$ cat src/rtl/lbp_pkg.sv
// Shared types, constants and helpers for the 3x3 LBP code stream block.
`timescale 1ns / 1ps

package lbp_pkg;

  localparam int MAX_WIDTH  = 1024;
  localparam int MAX_HEIGHT = 1024;

  localparam int PIX_W  = 8;
  localparam int COL_W  = $clog2(MAX_WIDTH);
  localparam int ROW_W  = $clog2(MAX_HEIGHT);
  localparam int SIZE_W = 11;
  localparam int ADDR_W = 3;
  localparam int DATA_W = 32;

  localparam logic [SIZE_W-1:0] MIN_SIZE      = SIZE_W'(3);
  localparam logic [SIZE_W-1:0] MAX_WIDTH_SZ  = SIZE_W'(MAX_WIDTH);
  localparam logic [SIZE_W-1:0] MAX_HEIGHT_SZ = SIZE_W'(MAX_HEIGHT);
  localparam logic [SIZE_W-1:0] RESET_WIDTH   = SIZE_W'(640);
  localparam logic [SIZE_W-1:0] RESET_HEIGHT  = SIZE_W'(480);

  // register select bit of paddr (byte address 4*i)
  localparam logic REG_FRAME_WIDTH  = 1'b0;
  localparam logic REG_FRAME_HEIGHT = 1'b1;

  typedef logic [PIX_W-1:0] pix_t;

  // one line store entry: pixel two rows up and pixel one row up
  typedef struct packed {
    pix_t upper;
    pix_t middle;
  } line_entry_t;

  // control carried with the item in the window stage
  typedef struct packed {
    logic valid;
    logic emit;
    logic last;
  } stage_ctl_t;

  function automatic logic [SIZE_W-1:0] clamp_size(input logic [SIZE_W-1:0] v,
                                                   input logic [SIZE_W-1:0] hi);
    logic [SIZE_W-1:0] res;
    res = v;
    if (v < MIN_SIZE) res = MIN_SIZE;
    else if (v > hi) res = hi;
    return res;
  endfunction

endpackage

$ cat src/rtl/lbp_code_unit.sv
// 3x3 window registers and the neighbour-greater-than-centre compare.
`timescale 1ns / 1ps

module lbp_code_unit (
  input  logic          clk,
  input  logic          rst,
  input  logic          advance,
  input  lbp_pkg::pix_t top,
  input  lbp_pkg::pix_t mid,
  input  lbp_pkg::pix_t bot,
  output lbp_pkg::pix_t code
);
  import lbp_pkg::*;

  // win[0..2]: left column (top, mid, bot); win[3..5]: middle column
  pix_t win [6];
  pix_t ctr;

  assign ctr = win[4];

  // bit 7 top-left, clockwise to bit 0 left
  always_comb begin
    code[7] = win[0] > ctr;
    code[6] = win[3] > ctr;
    code[5] = top    > ctr;
    code[4] = mid    > ctr;
    code[3] = bot    > ctr;
    code[2] = win[5] > ctr;
    code[1] = win[2] > ctr;
    code[0] = win[1] > ctr;
  end

  // window shifts one column per item
  always_ff @(posedge clk) begin
    if (rst) begin
      for (int i = 0; i < 6; i++) win[i] <= '0;
    end else if (advance) begin
      win[0] <= win[3];
      win[1] <= win[4];
      win[2] <= win[5];
      win[3] <= top;
      win[4] <= mid;
      win[5] <= bot;
    end
  end

endmodule

$ cat config.mk
export PLATFORM = sky130hd
export DESIGN_NAME = lbp_code_unit
export DESIGN_NICKNAME = d
export VERILOG_FILES = /design/src/rtl/lbp_pkg.sv /design/src/rtl/lbp_code_unit.sv
export SDC_FILE = /design/constraint.sdc
export NUM_CORES = 1
export LEC_CHECK = 0
export BUFFER_PORTS_ARGS = -buffer_cell sky130_fd_sc_hd__buf_2
export CAP_MARGIN = 10
export CORE_ASPECT_RATIO = 1.4
export CORE_MARGIN = 4
export CORE_UTILIZATION = 53
export DETAILED_ROUTE_END_ITERATION = 7
export PLACE_DENSITY = 0.76
export RECOVER_POWER = 50
export SLEW_MARGIN = 20
export SYNTH_ARGS = -nofsm -noshare
export SYNTH_HDL_FRONTEND = slang
export SYNTH_SLANG_ARGS = --single-unit
$ cat constraint.sdc
create_clock -name clk -period 1.76 [get_ports clk]
set_clock_uncertainty 0.1 [all_clocks]
set_input_delay 0.352 -clock clk [delete_from_list [all_inputs] [get_ports clk]]
set_output_delay 0.352 -clock clk [all_outputs]
set_load 0.01 [all_outputs]
==> flow_summary.json <==
{
  "critPathKind": "reg -> out",
  "totalWireLength_mm": 5.368,
  "hp-class": "in -> reg",
  "grt.total_usage_pct": 15.77,
  "grt_max_degree": 49,
  "synth_fp_nets": 361,
  "cts_sinks": 48,
  "total_power_mw": 2.666,
  "power_frac_comb_pct": 25.6,
  "yosys.area_share.simple_pct": 15.77,
  "die_width_um": 73.40,
  "fmax_mhz": 437.5,
  "clk_pin_slew_ps": 80,
  "drc": 0,
  "setup_viol": 8,
  "overflow": 0,
  "muxShareOfSynthArea_pct": 0,
  "placed_area_um2": 3497,
  "worst_setup_path_end_kind": "output port",
  "slew_violations": 0,
  "first_global_vias": 2027,
  "place_congestion": 0.8029,
  "num_rows": 33,
  "power_frac_seq_pct": 51.9,
  "reg_top3": "win: 48 flops",
  "whs_path_depth": 2,
  "drt_iter0_markers": 21,
  "largest_reg_flops": 48,
  "ctsHoldBuffers": 0,
  "ant_nets": 0,
  "dp.cells": 382,
  "dieArea_um2": 7306,
  "slew_headroom_pct": 49.31,
  "port-buffer-count": 34,
  "wl_per_cell_um": 13.66,
  "startpoint_type": "flip-flop",
  "max_stage_delay_ps": 410,
  "final_cell_area_um2": 3608,
  "synth_top_family_by_area": "adder cells",
  "stdcell_count": 393,
  "antenna_cells": 0,
  "r2r_cells": 2,
  "p_sw_mw": 0.7212,
  "power_leakage_nw": 1.581,
  "critical_path.cell_chain": "clkinvlp_4 > buf_4 > ha_1 > nand4_1 > a21oi_1 > o22a_1 > buf_2",
  "setup_slack_ps": -525.6,
  "worstMarginPinSlew_ps": 758.8,
  "synth.avg_cell_area_um2": 11.75,
  "cts_max_level": 2,
  "grt_pass1_wl_mm": 8.914,
  "vias_per_cell": 5.382,
  "drive_gt1_share_pct": 18.58,
  "p_int_mw": 1.944,
  "arrival_ps": 1830,
  "tns_ps": -3923,
  "clock_latency_ps": 290,
  "ys_ff_latch": 48,
  "start_util_pct": 54.50,
  "nets": 413,
  "syn_to_final_growth_pct": 13.72,
  "via_count": 2115,
  "drtPass1Iterations": 4,
  "rsz0062_at_grt": "yes",
  "synth.cell_area_um2": 3173,
  "ios": 35,
  "ys_seq_area_share_pct": 45.43,
  "worstPathMaxFanout": 3,
  "detailed_place_hpwl_mm": 4.113,
  "required_ps": 1310,
  "core_area_um2": 5822,
  "die_h_um": 99.55,
  "synth-xor-area-share_pct": 0,
  "synth_compound_area_share_pct": 10.41,
  "grt_antenna_before_repair": 0,
  "clkPwrFrac_pct": 22.5,
  "p_per_area_nw_per_um2": 738.7,
  "period_share_pct": 129.9,
  "pre_cts_ws_ps": -243.9,
  "fillerInstances": 472,
  "synth_fa_ha_area_share_pct": 25.24,
  "crit_slowest_cell": "edfxtp_1",
  "final_util_pct": 61.98,
  "netSwitchingFraction_pct": 27.06,
  "cts_buffers": 5,
  "violations": "setup timing",
  "yosysUniqueCellTypes": 15,
  "top_register": "win",
  "fin_hold_ws_ps": 250.8,
  "cts_root_buf": "clkbuf_8",
  "status": "finished with violations",
  "maxCapViolCount": 0,
  "synthCells": 270,
  "hold_violations": 0,
  "tritoncts": "built",
  "period_minus_slack_ps": 2286,
  "irDropWorstVdd_v": 0.0004847,
  "yosys_warnings": 0,
  "clockBufferDepth": 2
}
==> kinds of logic after synthesis <==
kind of cell / count (synthesis)
and+or+nand+nor: 82
adders and majority gates: 64
AOI/OAI and AO/OA: 56
DFF: 48
buffers and inverters: 20
==> final cells by class <==
class | count | area (um2) | share of cell area (%)
clock buffers | 7 | 76.32 | 2.115
clock inverters | 1 | 3.754 | 0.1040
inverters | 15 | 62.56 | 1.734
multi-input cells | 202 | 1648 | 45.67
flip-flops and latches | 48 | 1441 | 39.94
well taps | 70 | 87.58 | 2.427
repair buffers | 50 | 289.0 | 8.010
==> cell usage in the layout, fill, tap and decap left out <==
cell and instances:
and2_1 48, or2_2 1, o22a_1 8, clkbuf_4 1, buf_2 33, edfxtp_1 48, ha_1 63, nor2b_4 1
inv_4 1, nor2b_1 8, a21oi_2 1, clkinvlp_4 1, a21oi_1 31, o211ai_1 8, clkbuf_8 5, nand2_1 8
o21ai_0 5, o21ai_1 3, clkinv_1 1, buf_4 15, inv_1 13, clkbuf_1 3, ha_4 1, nand4_1 16
==> power groups by stage <==
| stage | Clock, mW | Sequential, mW | Combinational [mW] |
|---|---|---|---|
| final | 0.600 | 1.38 | 0.682 |
| after detailed placement | 0 | 1.41 | 0.674 |
| after CTS | 0.594 | 1.38 | 0.691 |
| after floorplan | 0 | 1.40 | 0.452 |
| after global placement | 0 | 1.40 | 0.648 |
| after global routing | 0.626 | 1.39 | 0.788 |
==> Yosys cell counts <==
cell	count	area share, %
nand2_1	8	0.95
o211ai_1	8	1.9
nor2b_1	8	1.6
and2_1	48	9.5
o21ai_0	8	1.3
a21oi_1	32	5.0
nand4_1	16	3.2
ha_1	64	25
clkbuf_2	2	0.32
o22a_1	8	2.2
nor2b_4	1	0.43
or2_2	1	0.20
inv_1	15	1.8
edfxtp_1	48	45
buf_6	3	1.1
==> critical path: cells and delay by family, from the launching register on <==
kind / cells / cell delay, ps
buf+inv: 3 / 410
compound gates: 2 / 300
flops: 1 / 410
fa+ha+maj: 1 / 290
simple gates: 1 / 140
==> worst paths after layout <==
kind,startpoint,endpoint,slack (ps)
worst max register to register,win[4][0]$_SDFFCE_PN0P_,win[1][0]$_SDFFCE_PN0P_,750
worst min register to register,win[4][2]$_SDFFCE_PN0P_,win[1][2]$_SDFFCE_PN0P_,450
worst min-delay path,top[0],win[3][0]$_SDFFCE_PN0P_,250
worst max-delay path,win[4][6]$_SDFFCE_PN0P_,code[6],-530
==> timing repair <==
action / 4_1_cts / 5_1_grt
resized for setup: 3 / 4
endpoints found under the hold margin: 0 / 0
pin swaps: 0 / 0
buffers inserted: 3 / 0
endpoints found under the setup margin: 8 / 8
==> layer usage <==
metal / GRT usage, % / wire length [um]
met5: 0 / 0
met3: 1.820 / 166
met1: 19.58 / 2485
met2: 27.57 / 2576
met4: 5.997 / 140
No activity file was read; power rests on OpenSTA's default activity.
