--- src/rtl/lbp_pkg.sv ---
// Shared types, constants and helpers for the 3x3 LBP code stream block.
`timescale 1ns / 1ps

package lbp_pkg;

  localparam int MAX_WIDTH  = 1024;
  localparam int MAX_HEIGHT = 1024;

  localparam int PIX_W  = 8;
  localparam int COL_W  = $clog2(MAX_WIDTH);
  localparam int ROW_W  = $clog2(MAX_HEIGHT);
  localparam int SIZE_W = 11;
  localparam int ADDR_W = 3;
  localparam int DATA_W = 32;

  localparam logic [SIZE_W-1:0] MIN_SIZE      = SIZE_W'(3);
  localparam logic [SIZE_W-1:0] MAX_WIDTH_SZ  = SIZE_W'(MAX_WIDTH);
  localparam logic [SIZE_W-1:0] MAX_HEIGHT_SZ = SIZE_W'(MAX_HEIGHT);
  localparam logic [SIZE_W-1:0] RESET_WIDTH   = SIZE_W'(640);
  localparam logic [SIZE_W-1:0] RESET_HEIGHT  = SIZE_W'(480);

  // register select bit of paddr (byte address 4*i)
  localparam logic REG_FRAME_WIDTH  = 1'b0;
  localparam logic REG_FRAME_HEIGHT = 1'b1;

  typedef logic [PIX_W-1:0] pix_t;

  // one line store entry: pixel two rows up and pixel one row up
  typedef struct packed {
    pix_t upper;
    pix_t middle;
  } line_entry_t;

  // control carried with the item in the window stage
  typedef struct packed {
    logic valid;
    logic emit;
    logic last;
  } stage_ctl_t;

  function automatic logic [SIZE_W-1:0] clamp_size(input logic [SIZE_W-1:0] v,
                                                   input logic [SIZE_W-1:0] hi);
    logic [SIZE_W-1:0] res;
    res = v;
    if (v < MIN_SIZE) res = MIN_SIZE;
    else if (v > hi) res = hi;
    return res;
  endfunction

endpackage

--- src/rtl/lbp_cfg_regs.sv ---
// APB frame size registers with clamped effective sizes.
`timescale 1ns / 1ps

module lbp_cfg_regs (
  input  logic                        clk,
  input  logic                        rst,
  input  logic                        psel,
  input  logic                        penable,
  input  logic                        pwrite,
  input  logic [lbp_pkg::ADDR_W-1:0]  paddr,
  input  logic [lbp_pkg::DATA_W-1:0]  pwdata,
  output logic [lbp_pkg::DATA_W-1:0]  prdata,
  output logic                        pready,
  output logic [lbp_pkg::SIZE_W-1:0]  width_eff,
  output logic [lbp_pkg::SIZE_W-1:0]  height_eff
);
  import lbp_pkg::*;

  logic [SIZE_W-1:0] frame_width;
  logic [SIZE_W-1:0] frame_height;
  logic              wr_en;

  assign pready = 1'b1;
  assign wr_en  = psel && penable && pwrite && pready;

  // register writes
  always_ff @(posedge clk) begin
    if (rst) begin
      frame_width  <= RESET_WIDTH;
      frame_height <= RESET_HEIGHT;
    end else if (wr_en) begin
      case (paddr[2])
        REG_FRAME_WIDTH:  frame_width  <= pwdata[SIZE_W-1:0];
        REG_FRAME_HEIGHT: frame_height <= pwdata[SIZE_W-1:0];
        default: ;
      endcase
    end
  end

  // read back
  always_comb begin
    case (paddr[2])
      REG_FRAME_WIDTH:  prdata = DATA_W'(frame_width);
      REG_FRAME_HEIGHT: prdata = DATA_W'(frame_height);
      default:          prdata = '0;
    endcase
  end

  assign width_eff  = clamp_size(frame_width, MAX_WIDTH_SZ);
  assign height_eff = clamp_size(frame_height, MAX_HEIGHT_SZ);

endmodule

--- config.mk ---
export PLATFORM = sky130hd
export DESIGN_NAME = lbp_cfg_regs
export DESIGN_NICKNAME = d
export VERILOG_FILES = /design/src/rtl/lbp_pkg.sv /design/src/rtl/lbp_cfg_regs.sv
export SDC_FILE = /design/constraint.sdc
export NUM_CORES = 1
export LEC_CHECK = 0
export BUFFER_PORTS_ARGS = -buffer_cell sky130_fd_sc_hd__buf_2
export CORE_ASPECT_RATIO = 1.1
export CORE_MARGIN = 2
export CORE_UTILIZATION = 30
export DETAILED_ROUTE_END_ITERATION = 8
export SETUP_SLACK_MARGIN = 0.05
export SLEW_MARGIN = 20
export SYNTH_ARGS = -nofsm -noshare
export SYNTH_HDL_FRONTEND = slang
export SYNTH_SLANG_ARGS = --single-unit
--- constraint.sdc ---
create_clock -name clk -period 0.9 [get_ports clk]
set_input_delay 0 -clock clk [delete_from_list [all_inputs] [get_ports clk]]
set_output_delay 0 -clock clk [all_outputs]
set_load 0.005 [all_outputs]
==> results_dict.tcl <==
set metrics [dict create \
    area_growth_pct 84.9 \
    grt_first_pass_wirelength_um 6150 \
    synth_area_leaders "dfxtp_1, buf_4, mux2_2" \
    io-pin-count 95 \
    max_freq_ghz 0.764 \
    die_y_um 72.6 \
    ctsRootBufferMaster "clkbuf_8" \
    grt_antenna_before_repair 0 \
    clock_latency_ns 0.26 \
    violations "negative setup slack" \
    finalMaxSlewViolations 0 \
    yosysTopAreaCellShare_pct 34.3 \
    row_count 24 \
    place_ws_ns -0.206 \
    crit_required_ns 0.90 \
    p_int_mw 1.82 \
    die_area_sq_um 4820 \
    holdCritStartpoint "pwdata[7]" \
    cp-end-kind "output port" \
    combPwrFrac_pct 18.7 \
    synth_area_sq_um 1280 \
    diodes 0 \
    synth_area_leader_cell "dfxtp_1" \
    reg2reg_from "frame_width[8]" \
    finalHoldViolCount 0 \
    grt_setup_unrepaired "true" \
    cpPeakStageDelay_ns 0.34 \
    seqPwrFrac_pct 42.2 \
    dpl.cell_count 282 \
    criticalPathCategory "reg -> out" \
    crit_start "frame_width[8]" \
    drt-total-wl_um 4160 \
    fin_cells 311 \
    p_clk_share_pct 39.1 \
    cpLargestDelayFamily "simple AND/OR/NAND/NOR gates" \
    fin_setup_tns_ns -5.75 \
    cts_tree "built" \
    die-width_um 66.4 \
    arrival_ns 1.31 \
    outcome "complete, but fails checks" \
    post-route-min-period_ns 1.31 \
    synthCells 164 \
    core_sq_um 4020 \
    place.gp.congestion 0.804 \
    dr.pass1.iters 4 \
    cp_slowest_cell "dfxtp_2" \
    routedWlPerCell_um 13.4 \
    synth-main-ff-cell "dfxtp_1" \
    max_cap_viol_count 0 \
    whs_ns 0.0147 \
    p_sw_mw 0.560 \
    synth_warnings 0 \
    cp_cell_sequence "nor4_4 > buf_4 > a21oi_2 > nor2_1 > buf_2" \
    drive_above_1_share_pct 59.5 \
    ys_seq_area_share_pct 34.3 \
    avgSynthCellArea_sq_um 7.83 \
    drc_errors 0 \
    grt-ovfl-total 0 \
    power_leakage_nw 1.10 \
    synth_edf_count 0 \
    via_per_inst 4.52 \
    critPathBufInv 2 \
    num_vias 1407 \
    skew_ns 0 \
    grt_pass1_vias 1249 \
    synth-async-reset-ratio_pct 0 \
    drtIter0Drc 37 \
    synth.most_common_cell "nand2_1" \
    ant_nets 0 \
    clock-sinks 22 \
    htree_levels 1 \
    peakVddDrop_mv 0.524 \
    synthTopCellsByCount "nand2_1, buf_4, dfxtp_1" \
    grt_max_degree 28 \
    cp_max_fo 2 \
    path_clk_slew_ns 0.09 \
    switching_share_pct 23.5 \
    min_path_type "in -> reg" \
    synth.distinct_cells 19 \
    nets 300 \
    grt_use_total_pct 16.9 \
    start_util_pct 31.9 \
    cts_buffers 3 \
    startpoint_type "flop" \
    clk_path_buf_depth 2 \
    p_per_area_nw_per_um2 1000 \
    port_buffers 49 \
    place.detailed.hpwl_um 2700 \
    setup_ws_ns -0.410 \
    finalCritPeriodShare_pct 146 \
    setup_viol 32 \
    synth_seq_cells 22 \
]
[state kept, by name (all words and copies together), names as in the netlist]
register / flops
frame_width: 11
frame_height: 11
[repair_timing]
action	CTS	global route
pin swaps	7	7
endpoints found under the hold margin	18	0
endpoints found under the setup margin	33	37
setup buffers	9	9
gates resized for setup	71	38
hold buffers	10	0
[metal layers]
layer	part of all wire, %	vias to the layer above	track usage (%)	wire (um)
met5	0	-	0	0
met1	42	657	21.5	1740
met4	0.41	0	4.76	17
met3	5.2	2	2.01	216
met2	52	54	29.7	2180
li1	-	694	-	-
[layout by cell type, fill, tap and decap left out]
cell type / netlist / routed
and4_4: 1 / 1
a21oi_1: 21 / 16
conb_1: 2 / 22
dfxtp_1: 22 / 1
buf_6: 2 / 41
nand2_2: 0 / 1
buf_2: 2 / 39
dlygate4sd3_1: 0 / 10
dfxtp_4: 0 / 7
nor3_1: 10 / 6
nor4_4: 0 / 3
nand4b_2: 1 / 1
clkbuf_8: 0 / 3
buf_4: 22 / 11
nor3_2: 0 / 4
buf_12: 0 / 2
nor2b_1: 16 / 10
bufinv_16: 0 / 1
nor2b_4: 0 / 6
dfxtp_2: 0 / 14
nor2_1: 9 / 9
nand4_2: 1 / 1
nor4_2: 0 / 1
mux2_2: 11 / 3
nand2_4: 0 / 1
nand2_1: 32 / 30
and4b_1: 1 / 1
mux2_4: 0 / 8
a21oi_2: 1 / 6
[path summary, 6_finish.rpt]
kind                                         to  slack, ns  cells past startpoint
worst min-delay path            frame_height[7]       0.01                      3
worst max-delay path               width_eff[0]      -0.41                      5
worst max register to register   frame_width[8]          0                      5
worst min register to register   frame_width[1]       0.48                      2
[cells by family after synthesis]
logic type | synth area share, %
AND/OR/NAND/NOR | 29.4
buffers and inverters | 17.2
other | 0.585
flip-flops | 34.3
multiplexers | 9.65
AO/OA/AOI/OAI | 8.87
[power by group through the flow]
| stage | logic, mW | registers [mW] | clock network [mW] |
|---|---|---|---|
| 2_1_floorplan | 0.215 | 1.03 | 0 |
| 3_3_place_gp | 0.311 | 1.03 | 0 |
| 3_5_place_dp | 0.312 | 1.03 | 0 |
| 4_1_cts | 0.405 | 1.01 | 0.945 |
| 5_1_grt | 0.484 | 1.01 | 0.981 |
| 6_report | 0.445 | 1.01 | 0.932 |
[worst min-delay path: cells and delay by family]
family	cells	cell delay, ns
simple gates	1	0.05
buf+inv	1	0.08
compound gates	1	0.11
[per-stage QoR]
stage,utilization [%],power (mW),instance area (sq um)
final,59.0,2.38,2370
after global routing,59.0,2.47,2370
after CTS,54.1,2.36,2180
after detailed placement,42.0,1.34,1690
after global placement,42.0,1.34,1690
after floorplan,-,1.24,1360
[layout make-up]
type                            count  area (sq um)
Multi-Input combinational cell    130           873
Tap cell                           52          65.1
Clock buffer                        3          41.3
Sequential cell                    22           484
Fill cell                         366          1650
Clock inverter                      1          30.0
Timing Repair Buffer              103           880
No activity file was read; power rests on OpenSTA's default activity.
